File: src/hw/rtl/incl_fd_pkg.sv
// Shared constants and digit-pair arithmetic for the inclinometer frame decoder.
`timescale 1ns / 1ps
`default_nettype none

package incl_fd_pkg;

  localparam int FRAME_BYTES = 14;
  localparam int POS_W       = 4;
  localparam int CFG_IDX_W   = 2;
  localparam int BYTE_W      = 8;
  localparam int ANGLE_W     = 16;

  localparam logic [POS_W-1:0] LAST_POS = POS_W'(FRAME_BYTES - 1);

  localparam logic [POS_W-1:0] POS_HUNT    = 4'd0;
  localparam logic [POS_W-1:0] POS_HEADER2 = 4'd1;
  localparam logic [POS_W-1:0] POS_BODY    = 4'd2;
  localparam logic [POS_W-1:0] POS_SIGN_X  = 4'd4;
  localparam logic [POS_W-1:0] POS_WHOLE_X = 4'd5;
  localparam logic [POS_W-1:0] POS_FRAC_X  = 4'd6;
  localparam logic [POS_W-1:0] POS_SIGN_Y  = 4'd7;
  localparam logic [POS_W-1:0] POS_WHOLE_Y = 4'd8;
  localparam logic [POS_W-1:0] POS_FRAC_Y  = 4'd9;

  localparam logic [CFG_IDX_W-1:0] CFG_HEADER_FIRST    = 2'd0;
  localparam logic [CFG_IDX_W-1:0] CFG_HEADER_SECOND   = 2'd1;
  localparam logic [CFG_IDX_W-1:0] CFG_NEGATIVE_MARKER = 2'd2;

  localparam logic [BYTE_W-1:0] HEADER_FIRST_RST    = 8'h77;
  localparam logic [BYTE_W-1:0] HEADER_SECOND_RST   = 8'h0D;
  localparam logic [BYTE_W-1:0] NEGATIVE_MARKER_RST = 8'h10;

  function automatic logic [BYTE_W-1:0] pair_value(input logic [BYTE_W-1:0] b);
    pair_value = BYTE_W'(b[7:4]) * 8'd10 + BYTE_W'(b[3:0]);
  endfunction

  function automatic logic [ANGLE_W-1:0] angle_bits(input logic neg,
                                                     input logic [BYTE_W-1:0] whole,
                                                     input logic [BYTE_W-1:0] frac);
    logic [ANGLE_W-1:0] mag;
    mag = ANGLE_W'(pair_value(whole)) * 16'd100 + ANGLE_W'(pair_value(frac));
    angle_bits = neg ? (16'd0 - mag) : mag;
  endfunction

endpackage

`default_nettype wire

File: src/hw/rtl/inclinometer_frame_decoder_unit.sv
// Inclinometer frame decoder: header hunt, frame capture and angle output register.
// The result is registered and appears on the outputs in the cycle after the last frame byte is taken.
// Throughput: one byte per cycle; only a frame-ending byte waits on a held result.
// Reset: hunting for the header, captured fields zero, configuration registers at their defaults.
`timescale 1ns / 1ps
`default_nettype none

module inclinometer_frame_decoder_unit (
  input  wire logic                                  clk_i,
  input  wire logic                                  rst_ni,
  input  wire logic                                  cfg_wr_en_i,
  input  wire logic [incl_fd_pkg::CFG_IDX_W-1:0]     cfg_index_i,
  input  wire logic [incl_fd_pkg::BYTE_W-1:0]        cfg_data_i,
  input  wire logic                                  in_valid_i,
  output      logic                                  in_stall_o,
  input  wire logic [incl_fd_pkg::BYTE_W-1:0]        rx_byte_i,
  output      logic                                  out_valid_o,
  input  wire logic                                  out_stall_i,
  output      logic signed [incl_fd_pkg::ANGLE_W-1:0] angle_x_hundredths_o,
  output      logic signed [incl_fd_pkg::ANGLE_W-1:0] angle_y_hundredths_o
);

  logic [incl_fd_pkg::BYTE_W-1:0]  header_first_q, header_second_q, negative_marker_q;
  logic [incl_fd_pkg::POS_W-1:0]   pos_q, pos_d;
  logic                            neg_x_q, neg_y_q;
  logic [incl_fd_pkg::BYTE_W-1:0]  whole_x_q, frac_x_q, whole_y_q, frac_y_q;
  logic                            out_valid_q, out_valid_d;
  logic [incl_fd_pkg::ANGLE_W-1:0] angle_x_q, angle_y_q;
  logic [incl_fd_pkg::BYTE_W-1:0]  frac_y_sel;
  logic                            accept, is_last, emit, is_neg;

  assign is_last    = (pos_q >= incl_fd_pkg::LAST_POS);
  assign in_stall_o = is_last & out_valid_q & out_stall_i;
  assign accept     = in_valid_i & ~in_stall_o;
  assign emit       = accept & is_last;
  assign is_neg     = (rx_byte_i == negative_marker_q);
  assign frac_y_sel = (pos_q == incl_fd_pkg::POS_FRAC_Y) ? rx_byte_i : frac_y_q;

  always_comb begin
    pos_d = pos_q;
    case (pos_q)
      incl_fd_pkg::POS_HUNT: begin
        pos_d = (rx_byte_i == header_first_q) ? incl_fd_pkg::POS_HEADER2
                                              : incl_fd_pkg::POS_HUNT;
      end
      incl_fd_pkg::POS_HEADER2: begin
        if (rx_byte_i == header_second_q) begin
          pos_d = incl_fd_pkg::POS_BODY;
        end else if (rx_byte_i == header_first_q) begin
          pos_d = incl_fd_pkg::POS_HEADER2;
        end else begin
          pos_d = incl_fd_pkg::POS_HUNT;
        end
      end
      default: begin
        pos_d = is_last ? incl_fd_pkg::POS_HUNT : pos_q + 4'd1;
      end
    endcase
  end

  always_comb begin
    out_valid_d = out_valid_q;
    if (emit) begin
      out_valid_d = 1'b1;
    end else if (!out_stall_i) begin
      out_valid_d = 1'b0;
    end
  end

  always_ff @(posedge clk_i or negedge rst_ni) begin
    if (!rst_ni) begin
      header_first_q    <= incl_fd_pkg::HEADER_FIRST_RST;
      header_second_q   <= incl_fd_pkg::HEADER_SECOND_RST;
      negative_marker_q <= incl_fd_pkg::NEGATIVE_MARKER_RST;
    end else if (cfg_wr_en_i) begin
      case (cfg_index_i)
        incl_fd_pkg::CFG_HEADER_FIRST:    header_first_q    <= cfg_data_i;
        incl_fd_pkg::CFG_HEADER_SECOND:   header_second_q   <= cfg_data_i;
        incl_fd_pkg::CFG_NEGATIVE_MARKER: negative_marker_q <= cfg_data_i;
        default: ;
      endcase
    end
  end

  always_ff @(posedge clk_i or negedge rst_ni) begin
    if (!rst_ni) begin
      pos_q       <= incl_fd_pkg::POS_HUNT;
      neg_x_q     <= 1'b0;
      neg_y_q     <= 1'b0;
      whole_x_q   <= '0;
      frac_x_q    <= '0;
      whole_y_q   <= '0;
      frac_y_q    <= '0;
      out_valid_q <= 1'b0;
    end else begin
      out_valid_q <= out_valid_d;
      if (accept) begin
        pos_q <= pos_d;
        case (pos_q)
          incl_fd_pkg::POS_SIGN_X:  neg_x_q   <= is_neg;
          incl_fd_pkg::POS_WHOLE_X: whole_x_q <= rx_byte_i;
          incl_fd_pkg::POS_FRAC_X:  frac_x_q  <= rx_byte_i;
          incl_fd_pkg::POS_SIGN_Y:  neg_y_q   <= is_neg;
          incl_fd_pkg::POS_WHOLE_Y: whole_y_q <= rx_byte_i;
          incl_fd_pkg::POS_FRAC_Y:  frac_y_q  <= rx_byte_i;
          default: ;
        endcase
      end
    end
  end

  always_ff @(posedge clk_i) begin
    if (emit) begin
      angle_x_q <= incl_fd_pkg::angle_bits(neg_x_q, whole_x_q, frac_x_q);
      angle_y_q <= incl_fd_pkg::angle_bits(neg_y_q, whole_y_q, frac_y_sel);
    end
  end

  assign out_valid_o          = out_valid_q;
  assign angle_x_hundredths_o = angle_x_q;
  assign angle_y_hundredths_o = angle_y_q;

endmodule

`default_nettype wire

File: config.mk
export PLATFORM = sky130hd
export DESIGN_NAME = inclinometer_frame_decoder_unit
export DESIGN_NICKNAME = d
export VERILOG_FILES = /design/src/hw/rtl/incl_fd_pkg.sv /design/src/hw/rtl/inclinometer_frame_decoder_unit.sv
export SDC_FILE = /design/constraint.sdc
export NUM_CORES = 1
export LEC_CHECK = 0
export ABC_AREA = 1
export BUFFER_PORTS_ARGS = -buffer_cell sky130_fd_sc_hd__buf_2
export CAP_MARGIN = 10
export CORE_MARGIN = 2
export CORE_UTILIZATION = 56
export DETAILED_ROUTE_END_ITERATION = 10
export GPL_ROUTABILITY_DRIVEN = 1
export PLACE_DENSITY = 0.78
export SLEW_MARGIN = 20
export SYNTH_ARGS = -nofsm -noshare
export SYNTH_HDL_FRONTEND = slang
export SYNTH_SLANG_ARGS = --single-unit
File: constraint.sdc
create_clock -name clk_i -period 4.8 [get_ports clk_i]
set_input_delay 0 -clock clk_i [delete_from_list [all_inputs] [get_ports clk_i]]
set_output_delay 0 -clock clk_i [all_outputs]
set_load 0.05 [all_outputs]
==> impl_metrics.yaml <==
status:
  status: "finished clean"
worst_setup_path:
  timing.critical_path.fanout_max: 5
  setup.worst_path.start_class: "flop"
  slowest_stage: "dfrtp_2"
  max_stage_delay_ns: 0.40
  cp.arrival_ns: 4.63
  criticalPathCategory: "flop to flop"
  critPathCaptureType: "flop"
  critPathRequiredTime_ns: 4.92
  path_common_cell: "nand2_1"
clocking:
  cts_buffer_depth: 2
  cts_tree: "yes"
  clk_pin_slew_ns: 0.07
  h-tree-depth: 3
  clk-insertion-delay-late_ns: 0.36
  cts_root_buf: "clkbuf_16"
  cts.sinks: 95
  cts_buffers: 9
drt:
  via_per_inst: 5.148
  dr_total_vias: 6790
  wl_per_cell_um: 12.88
  ant_nets: 0
  drt_iter0_drc: 371
  drc: 0
  wl_mm: 16.99
  dr.pass1.iters: 6
logic_synthesis:
  synth_common_cells: "nand2_1, inv_1, ha_1"
  syn_inst: 1045
  syn_area_mm2: 0.008143
  ys_seq_area_share_pct: 31.32
  yosys.area.top_type: "dfrtp_1"
  synth_area_leaders: "dfrtp_1, ha_1, nand2_1, edfxtp_1, inv_1"
  synth.net_count: 1189
  synth-main-ff-cell: "dfrtp_1"
  async_reset_ff_share_pct: 66.32
  synth_most_common_cell: "nand2_1"
  synth-edff-count: 32
  synth_seq_cells: 95
  ys_types: 39
  syn_avg_cell_area_um2: 7.792
  ys_warn_count: 0
  synth_top_area_share_pct: 16.29
min_path:
  worstHoldPathType: "input pin to flop"
sta:
  slew_headroom_pct: 47.05
  setup_viol: 0
  holdWs_ns: 0.06604
  min_period_ns: 4.509
  drv_slew: 0
  hold_violations: 0
  fmax_mhz: 221.8
  clock_skew_ns: 0.008186
  worstMarginPinSlew_ns: 0.7942
  period_share_pct: 93.94
global_routing:
  grt.overflow.total: 0
  antenna_found_initial: 0
  grt.busiest_layer: "met2"
  track_usage_pct: 22.13
  use_met3_pct: 3.694
  grt_pass1_vias: 6383
  grt_max_degree: 64
  grt_pass1_wl_mm: 28.61
  use_met1_pct: 30.15
  grt_util_met2_pct: 36.52
job:
  cap_violations: 0
cells_and_area:
  fin_cells: 1319
  drive_gt1_share_pct: 15.95
  syn_to_final_growth_pct: 17.18
  diodes: 0
  nets: 1274
placement:
  globalplace.congestion: 0.8555
  place_inst: 1285
  numPortBuffers: 56
  dpl.hpwl_mm: 12.46
die:
  placeableCoreArea_mm2: 0.01437
  dieArea_mm2: 0.01552
  die_h_um: 124.6
  rows: 44
  ioPinCount: 57
  start_util_pct: 56.67
  die_w_um: 124.6
cell usage in the layout, fill, tap and decap left out, types with 3 or more instances in the layout:
cell type      count
nand3_1           85
dfstp_2           10
a21o_1             3
dfrtp_1           52
nor2_2             3
inv_6              3
buf_2             56
xnor2_1           23
o21ai_2            4
o21ai_0           63
nand3b_1           8
a21oi_1           13
xor2_1            44
nor3_1             4
edfxtp_1          32
nand2_1          290
inv_1            159
clkbuf_16          9
fa_1              15
nor2_1            45
dlygate4sd3_1     10
xor2_2             8
nor2_4             4
ha_1              87
ha_4              16
a21oi_2            6
nand4_1           12
buf_4             19
inv_2              8
nand3_2            7
nand2_2            9
what timing repair did:
action,in CTS,in global routing
hold endpoints to repair,78,0
pin swaps,0,11
hold buffers,10,0
setup endpoints to repair,1,10
setup buffers,0,8
gates resized for setup,1,69
registers in the layout (all words and copies together) (netlist names):
name                  count
whole_x_q                 8
angle_y_hundredths_o     16
pos_q                     4
frac_y_q                  8
frac_x_q                  8
neg_x_q                   1
header_first_q            8
out_valid_o               1
header_second_q           8
negative_marker_q         8
whole_y_q                 8
angle_x_hundredths_o     16
neg_y_q                   1
cell type report:
type	instances	area [µm²]
repair buffers	85	523.0
fillers	1153	4827
multi-input cells	772	5290
inverters	167	626.9
clock buffers	9	225.2
well taps	184	230.2
clock inverters	7	95.09
flip-flops and latches	95	2551
layer usage:
| metal | vias up | routed length, µm |
|---|---|---|
| li1 | 3526 | - |
| met1 | 3091 | 7815 |
| met2 | 145 | 8096 |
| met3 | 28 | 739 |
| met4 | 0 | 336 |
| met5 | - | 0 |
metrics by stage:
step / utilization, % / setup slack [ns] / instance area (µm²) / TNS, ns
after global placement: 60.35 / 0.1441 / 8672 / 0
after floorplan: - / 0.2476 / 8143 / 0
after global routing: 66.41 / -0.06151 / 9542 / -0.1986
final: 66.41 / 0.2911 / 9542 / 0
after detailed placement: 60.35 / 0.01214 / 8672 / 0
after CTS: 63.33 / 0.0008420 / 9100 / 0
critical path: cells and delay by family (launching register included):
family | cells | cell delay [ns]
xor gates and xnor gates | 2 | 0.39
and+or+nand+nor | 12 | 1.02
DFF | 1 | 0.40
buffers and inverters | 3 | 0.25
AOI/OAI and AO/OA | 1 | 0.17
adders and majority gates | 7 | 2.03
logic make-up after synthesis:
group,count (synthesis),synth area share (%)
and+or+nand+nor,479,25.40
buffers and inverters,178,8.482
adders and majority gates,121,20.07
DFF,95,31.32
AOI/OAI and AO/OA,94,6.239
xor gates and xnor gates,77,8.374
muxes,1,0.1229
path summary, 6_finish.rpt:
check                      cells past startpoint  slack [ns]                  endpoint         start
setup / recovery                              25        0.29  angle_x_hundredths_o[15]  whole_x_q[7]
hold / removal                                 4        0.07               frac_y_q[3]    in_valid_i
setup reg to reg                              25        0.29  angle_x_hundredths_o[15]  whole_x_q[7]
hold reg to reg                                2        0.48               frac_y_q[2]   frac_y_q[2]
max in group asynchronous                      3        3.90              whole_x_q[7]        rst_ni
min in group asynchronous                      3        0.32      negative_marker_q[5]        rst_ni
Power is not shown: default switching activity piles up to over one toggle a cycle in this logic, so the estimate is an artifact.
